===== config.mk =====
export PLATFORM = sky130hd
export DESIGN_NAME = fastcgi_record_deframer_flat
export DESIGN_NICKNAME = d
export VERILOG_FILES = /design/src/sv/fcgi_pkg.sv /design/src/sv/fcgi_if.sv /design/src/sv/fcgi_parser.sv /design/src/sv/fastcgi_record_deframer.sv /design/src/flat_wrapper.sv
export VERILOG_INCLUDE_DIRS = /design/src /design/src/sv
export SDC_FILE = /design/constraint.sdc
export NUM_CORES = 1
export LEC_CHECK = 0
export ABC_CLOCK_PERIOD_IN_PS = 2910
export BUFFER_PORTS_ARGS = -buffer_cell sky130_fd_sc_hd__buf_2
export CORE_MARGIN = 10
export CORE_UTILIZATION = 54
export DETAILED_ROUTE_END_ITERATION = 6
export PLACE_DENSITY = 0.84
export SETUP_SLACK_MARGIN = 0.2
export SYNTH_ARGS = -nofsm -noshare
export SYNTH_HDL_FRONTEND = slang
export SYNTH_SLANG_ARGS = --single-unit
export TNS_END_PERCENT = 1

===== constraint.sdc =====
create_clock -name clock -period 2.91 [get_ports clock]
set_clock_uncertainty 0.2 [all_clocks]
set_input_delay 0.291 -clock clock [delete_from_list [all_inputs] [get_ports clock]]
set_output_delay 0.291 -clock clock [all_outputs]
set_load 0.02 [all_outputs]

===== src/sv/fastcgi_record_deframer_defines.svh =====
// ============================================================================
// fastcgi record deframer assertion macros
// shared property shapes for the deframer's concurrent checks
// ============================================================================
`ifndef FASTCGI_RECORD_DEFRAMER_DEFINES_SVH
`define FASTCGI_RECORD_DEFRAMER_DEFINES_SVH

// same-cycle implication, disabled while in reset
`define FCGI_ASSERT_NOW(label, clk, rst, ante, cons) \
   label: assert property (@(posedge clk) disable iff (rst) (ante) |-> (cons)) \
      else $error("fcgi check failed: same cycle");

// next-cycle implication, disabled while in reset
`define FCGI_ASSERT_NEXT(label, clk, rst, ante, cons) \
   label: assert property (@(posedge clk) disable iff (rst) (ante) |=> (cons)) \
      else $error("fcgi check failed: next cycle");

`endif


===== src/sv/fcgi_pkg.sv =====
// ============================================================================
// fcgi_pkg
// types and constants shared by the fastcgi record deframer
// ============================================================================
`timescale 1ns / 1ps

package fcgi_pkg;

   // header layout
   localparam logic [2:0] HDR_IDX_TYPE      = 3'd1;
   localparam logic [2:0] HDR_IDX_LEN_HI    = 3'd4;
   localparam logic [2:0] HDR_IDX_LEN_LO    = 3'd5;
   localparam logic [2:0] HDR_IDX_PAD       = 3'd6;
   localparam logic [2:0] HDR_IDX_LAST      = 3'd7;

   // record type codes on the wire
   localparam logic [7:0] TYPE_END_REQUEST  = 8'd3;
   localparam logic [7:0] TYPE_STDOUT       = 8'd6;
   localparam logic [7:0] TYPE_STDERR       = 8'd7;

   // record kind codes on the response
   localparam logic [1:0] KIND_STDOUT       = 2'd0;
   localparam logic [1:0] KIND_STDERR       = 2'd1;
   localparam logic [1:0] KIND_END_REQUEST  = 2'd2;

   // parser phases
   localparam logic [1:0] PH_HEADER         = 2'd0;
   localparam logic [1:0] PH_CONTENT        = 2'd1;
   localparam logic [1:0] PH_PADDING        = 2'd2;
   localparam logic [1:0] PH_HALTED         = 2'd3;

   typedef struct packed {
      logic [7:0] payload_byte;
      logic [1:0] record_kind;
      logic       record_last;
      logic       request_end;
      logic       framing_error;
   } fcgi_rsp_type;

   typedef struct packed {
      logic         valid;
      fcgi_rsp_type data;
   } fcgi_step_type;

endpackage


===== src/sv/fcgi_if.sv =====
// ============================================================================
// fcgi channel interfaces
// valid/ready channels for raw request bytes and deframed response items
// ============================================================================
`timescale 1ns / 1ps

interface fcgi_req_if;
   logic       valid;
   logic       ready;
   logic [7:0] in_byte;

   modport source (output valid, output in_byte, input ready);
   modport sink   (input valid, input in_byte, output ready);
endinterface

interface fcgi_rsp_if;
   logic       valid;
   logic       ready;
   logic [7:0] payload_byte;
   logic [1:0] record_kind;
   logic       record_last;
   logic       request_end;
   logic       framing_error;

   modport source (output valid, output payload_byte, output record_kind,
                   output record_last, output request_end, output framing_error,
                   input ready);
   modport sink   (input valid, input payload_byte, input record_kind,
                   input record_last, input request_end, input framing_error,
                   output ready);
endinterface


===== src/sv/fcgi_parser.sv =====
// ============================================================================
// fcgi_parser
// record state machine: header capture, content tagging, halt on unknown type, padding skip
// ============================================================================
`timescale 1ns / 1ps
`include "fastcgi_record_deframer_defines.svh"

module fcgi_parser
   import fcgi_pkg::*;
(
   input  logic          clock,
   input  logic          reset,
   input  logic          accept,
   input  logic [7:0]    in_byte,
   output fcgi_step_type step
);

   logic [1:0]  phase_ff,        phase_in;
   logic [2:0]  header_count_ff, header_count_in;
   logic [7:0]  kind_reg_ff,     kind_reg_in;
   logic [15:0] content_left_ff, content_left_in;
   logic [7:0]  padding_left_ff, padding_left_in;
   logic        end_seen_ff,     end_seen_in;

   logic [15:0] content_dec;
   logic [7:0]  padding_dec;
   logic        type_known;

   assign content_dec = content_left_ff - 16'd1;
   assign padding_dec = (padding_left_ff != 8'd0) ? padding_left_ff - 8'd1 : 8'd0;
   assign type_known  = kind_reg_ff inside {TYPE_END_REQUEST, TYPE_STDOUT, TYPE_STDERR};

   always_comb begin
      phase_in        = phase_ff;
      header_count_in = header_count_ff;
      kind_reg_in     = kind_reg_ff;
      content_left_in = content_left_ff;
      padding_left_in = padding_left_ff;
      end_seen_in     = end_seen_ff;
      step            = '0;

      if (accept) begin
         case (phase_ff)
            PH_HEADER: begin
               case (header_count_ff)
                  HDR_IDX_TYPE:   kind_reg_in           = in_byte;
                  HDR_IDX_LEN_HI: content_left_in[15:8] = in_byte;
                  HDR_IDX_LEN_LO: content_left_in[7:0]  = in_byte;
                  HDR_IDX_PAD:    padding_left_in       = in_byte;
                  default: ;
               endcase
               if (header_count_ff != HDR_IDX_LAST) begin
                  header_count_in = header_count_ff + 3'd1;
               end else begin
                  header_count_in = 3'd0;
                  if (content_left_ff == 16'd0) begin
                     // empty record, no result whatever its type
                     phase_in = (padding_left_ff != 8'd0) ? PH_PADDING : PH_HEADER;
                  end else if (!type_known) begin
                     phase_in                = PH_HALTED;
                     step.valid              = 1'b1;
                     step.data.request_end   = end_seen_ff;
                     step.data.framing_error = 1'b1;
                  end else begin
                     phase_in = PH_CONTENT;
                  end
               end
            end
            PH_CONTENT: begin
               step.valid             = 1'b1;
               step.data.payload_byte = in_byte;
               if (kind_reg_ff == TYPE_STDOUT) begin
                  step.data.record_kind = KIND_STDOUT;
               end else if (kind_reg_ff == TYPE_STDERR) begin
                  step.data.record_kind = KIND_STDERR;
               end else begin
                  step.data.record_kind = KIND_END_REQUEST;
                  end_seen_in           = 1'b1;
               end
               step.data.request_end = end_seen_in;
               step.data.record_last = (content_dec == 16'd0);
               content_left_in       = content_dec;
               if (content_dec == 16'd0) begin
                  phase_in        = (padding_left_ff != 8'd0) ? PH_PADDING : PH_HEADER;
                  header_count_in = 3'd0;
               end
            end
            PH_PADDING: begin
               padding_left_in = padding_dec;
               if (padding_dec == 8'd0) begin
                  phase_in        = PH_HEADER;
                  header_count_in = 3'd0;
               end
            end
            default: ;
         endcase
      end
   end

   always_ff @(posedge clock) begin
      if (reset) begin
         phase_ff        <= PH_HEADER;
         header_count_ff <= 3'd0;
         kind_reg_ff     <= 8'd0;
         content_left_ff <= 16'd0;
         padding_left_ff <= 8'd0;
         end_seen_ff     <= 1'b0;
      end else begin
         phase_ff        <= phase_in;
         header_count_ff <= header_count_in;
         kind_reg_ff     <= kind_reg_in;
         content_left_ff <= content_left_in;
         padding_left_ff <= padding_left_in;
         end_seen_ff     <= end_seen_in;
      end
   end

   // halted is sticky until reset
   `FCGI_ASSERT_NEXT(a_halt_sticky, clock, reset, phase_ff == PH_HALTED, phase_ff == PH_HALTED)
   // content phase always has bytes left to pass on
   `FCGI_ASSERT_NOW(a_content_nonzero, clock, reset, phase_ff == PH_CONTENT, content_left_ff != 16'd0)
   // header byte counting only happens in the header phase
   `FCGI_ASSERT_NOW(a_count_in_header, clock, reset, header_count_ff != 3'd0, phase_ff == PH_HEADER)
   // a framing error always moves the parser to halted
   `FCGI_ASSERT_NEXT(a_error_halts, clock, reset, step.valid && step.data.framing_error, phase_ff == PH_HALTED)

endmodule


===== src/sv/fastcgi_record_deframer.sv =====
// ============================================================================
// fastcgi_record_deframer
// receive-side fastcgi record deframer, absent response back-pressure one byte per clock
// ============================================================================
// Takes the byte stream returned by a fastcgi application, one byte per
// request, and gathers each 8-byte record header (type, 16-bit big-endian
// content length, padding length). Every content byte of a stdout, stderr or
// end-request record comes out as one response tagged with its kind, with
// record_last on the final content byte and request_end once end-request
// content has been seen. Padding and empty records give no response. A record
// with nonzero content and an unknown type gives a single framing_error
// response, after which all bytes are dropped until reset. Throughput is one
// request per clock: the parser updates its state in the cycle a byte is taken,
// and a single response register holds the result; a new byte is taken whenever
// that register is empty or is being emptied in the same cycle, so the only
// stall comes from back-pressure on the response side. A response appears in the
// cycle after its byte is taken.
`timescale 1ns / 1ps

module fastcgi_record_deframer
   import fcgi_pkg::*;
(
   input logic       clock,
   input logic       reset,
   fcgi_req_if.sink  req_if,
   fcgi_rsp_if.source rsp_if
);

   fcgi_step_type step;
   logic          req_accept;

   // response register, payload carries no reset
   logic          rsp_valid_ff, rsp_valid_in;
   fcgi_rsp_type  rsp_data_ff,  rsp_data_in;

   // take a byte whenever the response slot is free or draining now
   assign req_if.ready = !rsp_valid_ff || rsp_if.ready;
   assign req_accept   = req_if.valid && req_if.ready;

   fcgi_parser u_parser (
      .clock   (clock),
      .reset   (reset),
      .accept  (req_accept),
      .in_byte (req_if.in_byte),
      .step    (step)
   );

   always_comb begin
      rsp_valid_in = rsp_valid_ff;
      rsp_data_in  = rsp_data_ff;
      if (rsp_valid_ff && rsp_if.ready) begin
         rsp_valid_in = 1'b0;
      end
      // a fresh result replaces one being drained in the same cycle
      if (step.valid) begin
         rsp_valid_in = 1'b1;
         rsp_data_in  = step.data;
      end
   end

   always_ff @(posedge clock) begin
      if (reset) begin
         rsp_valid_ff <= 1'b0;
      end else begin
         rsp_valid_ff <= rsp_valid_in;
      end
   end

   always_ff @(posedge clock) begin
      rsp_data_ff <= rsp_data_in;
   end

   assign rsp_if.valid         = rsp_valid_ff;
   assign rsp_if.payload_byte  = rsp_data_ff.payload_byte;
   assign rsp_if.record_kind   = rsp_data_ff.record_kind;
   assign rsp_if.record_last   = rsp_data_ff.record_last;
   assign rsp_if.request_end   = rsp_data_ff.request_end;
   assign rsp_if.framing_error = rsp_data_ff.framing_error;

endmodule

===== src/flat_wrapper.sv =====
// flat-port wrapper written by rule: the top's interface ports become plain ports
module fastcgi_record_deframer_flat import fcgi_pkg::*;
  (clock, reset, req_if_valid, req_if_in_byte, req_if_ready, rsp_if_valid, rsp_if_payload_byte, rsp_if_record_kind, rsp_if_record_last, rsp_if_request_end, rsp_if_framing_error, rsp_if_ready);
  fcgi_req_if req_if_i ();
  fcgi_rsp_if rsp_if_i ();
  input logic clock;
  input logic reset;
  input wire logic [$bits(req_if_i.valid)-1:0] req_if_valid;
  input wire logic [$bits(req_if_i.in_byte)-1:0] req_if_in_byte;
  output wire logic [$bits(req_if_i.ready)-1:0] req_if_ready;
  output wire logic [$bits(rsp_if_i.valid)-1:0] rsp_if_valid;
  output wire logic [$bits(rsp_if_i.payload_byte)-1:0] rsp_if_payload_byte;
  output wire logic [$bits(rsp_if_i.record_kind)-1:0] rsp_if_record_kind;
  output wire logic [$bits(rsp_if_i.record_last)-1:0] rsp_if_record_last;
  output wire logic [$bits(rsp_if_i.request_end)-1:0] rsp_if_request_end;
  output wire logic [$bits(rsp_if_i.framing_error)-1:0] rsp_if_framing_error;
  input wire logic [$bits(rsp_if_i.ready)-1:0] rsp_if_ready;
  assign req_if_i.valid = req_if_valid;
  assign req_if_i.in_byte = req_if_in_byte;
  assign req_if_ready = req_if_i.ready;
  assign rsp_if_valid = rsp_if_i.valid;
  assign rsp_if_payload_byte = rsp_if_i.payload_byte;
  assign rsp_if_record_kind = rsp_if_i.record_kind;
  assign rsp_if_record_last = rsp_if_i.record_last;
  assign rsp_if_request_end = rsp_if_i.request_end;
  assign rsp_if_framing_error = rsp_if_i.framing_error;
  assign rsp_if_i.ready = rsp_if_ready;
  fastcgi_record_deframer u_core (.clock(clock), .reset(reset), .req_if(req_if_i), .rsp_if(rsp_if_i));
endmodule

==> results.ini <==
[setup_path]
slowest_stage = o41a_1
cpLargestDelayFamily = simple AND/OR/NAND/NOR gates
start_kind = register
path_buf_inv = 1
critical_path.max_stage_delay_ns = 0.42
cp.arrival_ns = 2.74
worstPathCellList = inv_2 -> ha_4 -> or3b_4 -> nor4b_4 -> a211oi_2 -> o41a_1 -> or3_4 -> mux2_4
critical_path_class = register to register
endpoint_kind = register
cp.required_ns = 2.91
crit_fanout = 5

[timing]
relSlewSlack = 0.500
hold_violations = 0
setup_viol = 0
min_period_ns = 2.74
fin_setup_tns_ns = 0
drv_slew = 0
worst_slew_pin_slew_ns = 0.750
max_freq_mhz = 366
period_share = 0.940
layout_setup_ws_ns = 0.175
rsz0062_at_grt = true

[worst_hold_path]
hold_path.class = input pin to register

[global_route]
grt_pass1_vias = 2683
antenna_found_initial = 0
grt_usage = 0.173
grt_pass1_wl_mm = 12.5
grt_max_degree = 41
gr-total-overflow = 0

[pwr]
seqPwrFrac = 0.596
clkPwrFrac = 0.329
p_sw_uw = 307
vdd_drop_max_uv = 200
p_leak_uw = 0.00142
p_comb_frac = 0.075
cellPowerDensity_mw_per_mm2 = 365
switching_share = 0.245
p_int_uw = 948

[die]
start_util = 0.570
fp.coreArea_sq_mm = 0.00520
die_w_um = 94.1
io_pins = 27
die_area_sq_mm = 0.00886
rows = 26
fp.dieH_um = 94.1

[status]
status = finished, final reports clean

[cts]
htreeDepth = 2
clockBufferDepth = 2
path_clk_slew_ns = 0.09
root_buffer = clkbuf_8
clock_sinks = 52
cts_tree = built
worstSkewPairLatency_ns = 0.31
numCtsBuffers = 5

[logic_synthesis]
synth_cells = 360
synth_top_family_by_area = simple AND/OR/NAND/NOR gates
muxShareOfSynthArea = 0.0118
yosysTopAreaCell = dfxtp_1
synthesis.area_sq_mm = 0.00297
synth_compound_area_frac = 0.212
synth_cell_types = 58
synth_xor_area_frac = 0.0118
synth-edff-count = 13
synth_fa_ha_area_frac = 0.0506
ys_ff_latch = 52
yosysTopAreaCellShare = 0.263
syn-num-nets = 384
async_flop_share = 0
yosys.area_share.simple = 0.271
yosysWarnings = 0
synthTopCellsByArea = dfxtp_1 26%, edfxtp_1 13%, nor2_1 7.5%
ys_seq_area_frac = 0.395
synth_flop_cell = dfxtp_1
avgSynthCellArea_sq_um = 8.24

[route]
vias = 2828
wl_per_cell_um = 16.5
ant_nets = 0
postRouteWirelength_mm = 7.58
via_per_inst = 6.16
drt_first_iter_violations = 254
drc = 0
dr.pass1.iters = 5

[finish]
fin_nets = 412
fillers = 440
seqCellArea_sq_mm = 0.00118
multi_input_area_sq_mm = 0.00177
n_antenna_cell = 0
final_area_sq_mm = 0.00344
drive_gt1_frac = 0.206
syn2layout_area_growth_pct = 15.8

[placed_design]
dpl-instance-area_sq_mm = 0.00327
hpwl_mm = 5.45
placement.io_buffers = 26
dp_slack_ns = 0.0859
gp_congestion = 0.932

[run]
maxCapViolations = 0

-- stage by stage --
| step | utilization | hold slack [ns] | instances | power (uW) |
|---|---|---|---|---|
| 2_1_floorplan | - | 0.235 | 360 | 824 |
| 3_3_place_gp | 0.627 | 0.260 | 449 | 854 |
| 3_5_place_dp | 0.627 | 0.267 | 449 | 857 |
| 4_1_cts | 0.653 | 0.110 | 458 | 1260 |
| 5_1_grt | 0.660 | 0.125 | 459 | 1310 |
| 6_report | 0.660 | 0.112 | 459 | 1260 |
-- flip-flops by register name, summed over array words and instances, names as in the netlist --
register,flops
u_core.rsp_if.framing_error,1
u_core.rsp_if.payload_byte,8
u_core.rsp_if.record_kind,2
u_core.rsp_if.record_last,1
u_core.rsp_if.request_end,1
u_core.rsp_if.valid,1
u_core.u_parser.content_left_ff,16
u_core.u_parser.end_seen_ff,1
u_core.u_parser.header_count_ff,3
u_core.u_parser.kind_reg_ff,8
u_core.u_parser.padding_left_ff,8
u_core.u_parser.phase_ff,2
-- per-layer routing --
metal	GRT usage	part of all wire	vias up
met5	0	0	-
met4	0.0785	0.027	0
met3	0.0352	0.076	22
met2	0.299	0.49	141
met1	0.201	0.41	1298
li1	-	-	1367
-- cells by family (layout without fill, tap and decap cells) --
kind of cell | count (synthesis) | after routing
mux | 3 | 3
simple gates | 157 | 157
buf+inv | 38 | 67
xor+xnor | 4 | 4
compound gates | 94 | 94
fa+ha+maj | 12 | 12
flops | 52 | 52
-- area by class of cell --
cell class,count,area share
clock buffer,5,0.0200
clock inverter,3,0.00692
inverter,18,0.0197
multi-input combinational,270,0.514
sequential,52,0.344
tap,70,0.0255
timing repair buffer,41,0.0706
-- synthesized netlist by cell type, drive strengths merged (3+ instances only) --
| cell | count |
|---|---|
| nor2 | 59 |
| dfxtp | 39 |
| a21oi | 32 |
| nand2 | 24 |
| nor3 | 20 |
| clkbuf | 19 |
| inv | 18 |
| edfxtp | 13 |
| o21ai | 13 |
| ha | 12 |
| o22ai | 10 |
| a211oi | 6 |
| nand3 | 6 |
| nand4b | 6 |
| nor4 | 6 |
| a2bb2oi | 5 |
| and3 | 5 |
| nand4 | 5 |
| or3 | 5 |
| a21o | 4 |
| and2 | 4 |
| xnor2 | 4 |
| nand2b | 3 |
| nand3b | 3 |
| nor3b | 3 |
| o31a | 3 |
| o32ai | 3 |
-- worst min-delay path, delay by kind of cell --
kind                   cells  cell delay (ns)
AOI/OAI and AO/OA          1             0.07
buffers and inverters      1             0.11
and+or+nand+nor            1             0.10
-- power groups by stage --
stage,combinational (uW),sequential (uW),clock (uW)
2_1_floorplan,59.4,765,0
3_3_place_gp,87.9,766,0
4_1_cts,91.1,748,422
5_1_grt,104,750,455
3_5_place_dp,90.4,767,0
6_report,93.8,748,413
-- final timing paths --
kind / from / to / slack, ns / cells after the start
worst max-delay path: u_core.u_parser.content_left_ff[1] / u_core.u_parser.phase_ff[0] / 0.17 / 8
worst min-delay path: req_if_in_byte[0] / u_core.u_parser.content_left_ff[0] / 0.11 / 3
worst max register to register: u_core.u_parser.content_left_ff[1] / u_core.u_parser.phase_ff[0] / 0.17 / 8
worst min register to register: u_core.u_parser.kind_reg_ff[1] / u_core.u_parser.kind_reg_ff[1] / 0.28 / 2
-- cells in the final DEF (no fill, tap or decap), drive strengths merged, types with 4 or more instances in the layout --
| cell type | n |
|---|---|
| buf | 41 |
| a2bb2oi | 5 |
| nand4 | 5 |
| nand3 | 6 |
| o21ai | 13 |
| clkbuf | 5 |
| nor3 | 20 |
| a211oi | 6 |
| or3 | 5 |
| nand4b | 6 |
| and2 | 4 |
| nor2 | 59 |
| nand2 | 24 |
| a21oi | 32 |
| and3 | 5 |
| inv | 18 |
| xnor2 | 4 |
| ha | 12 |
| a21o | 4 |
| edfxtp | 13 |
| nor4 | 6 |
| dfxtp | 39 |
| o22ai | 10 |
-- what timing repair did --
action / CTS / global route
setup endpoints to repair: 2 / 16
gates resized for setup: 9 / 6
hold buffers: 0 / 0
pin swaps: 2 / 2
buffers inserted: 1 / 1
Power figures use the tool's default switching activity.
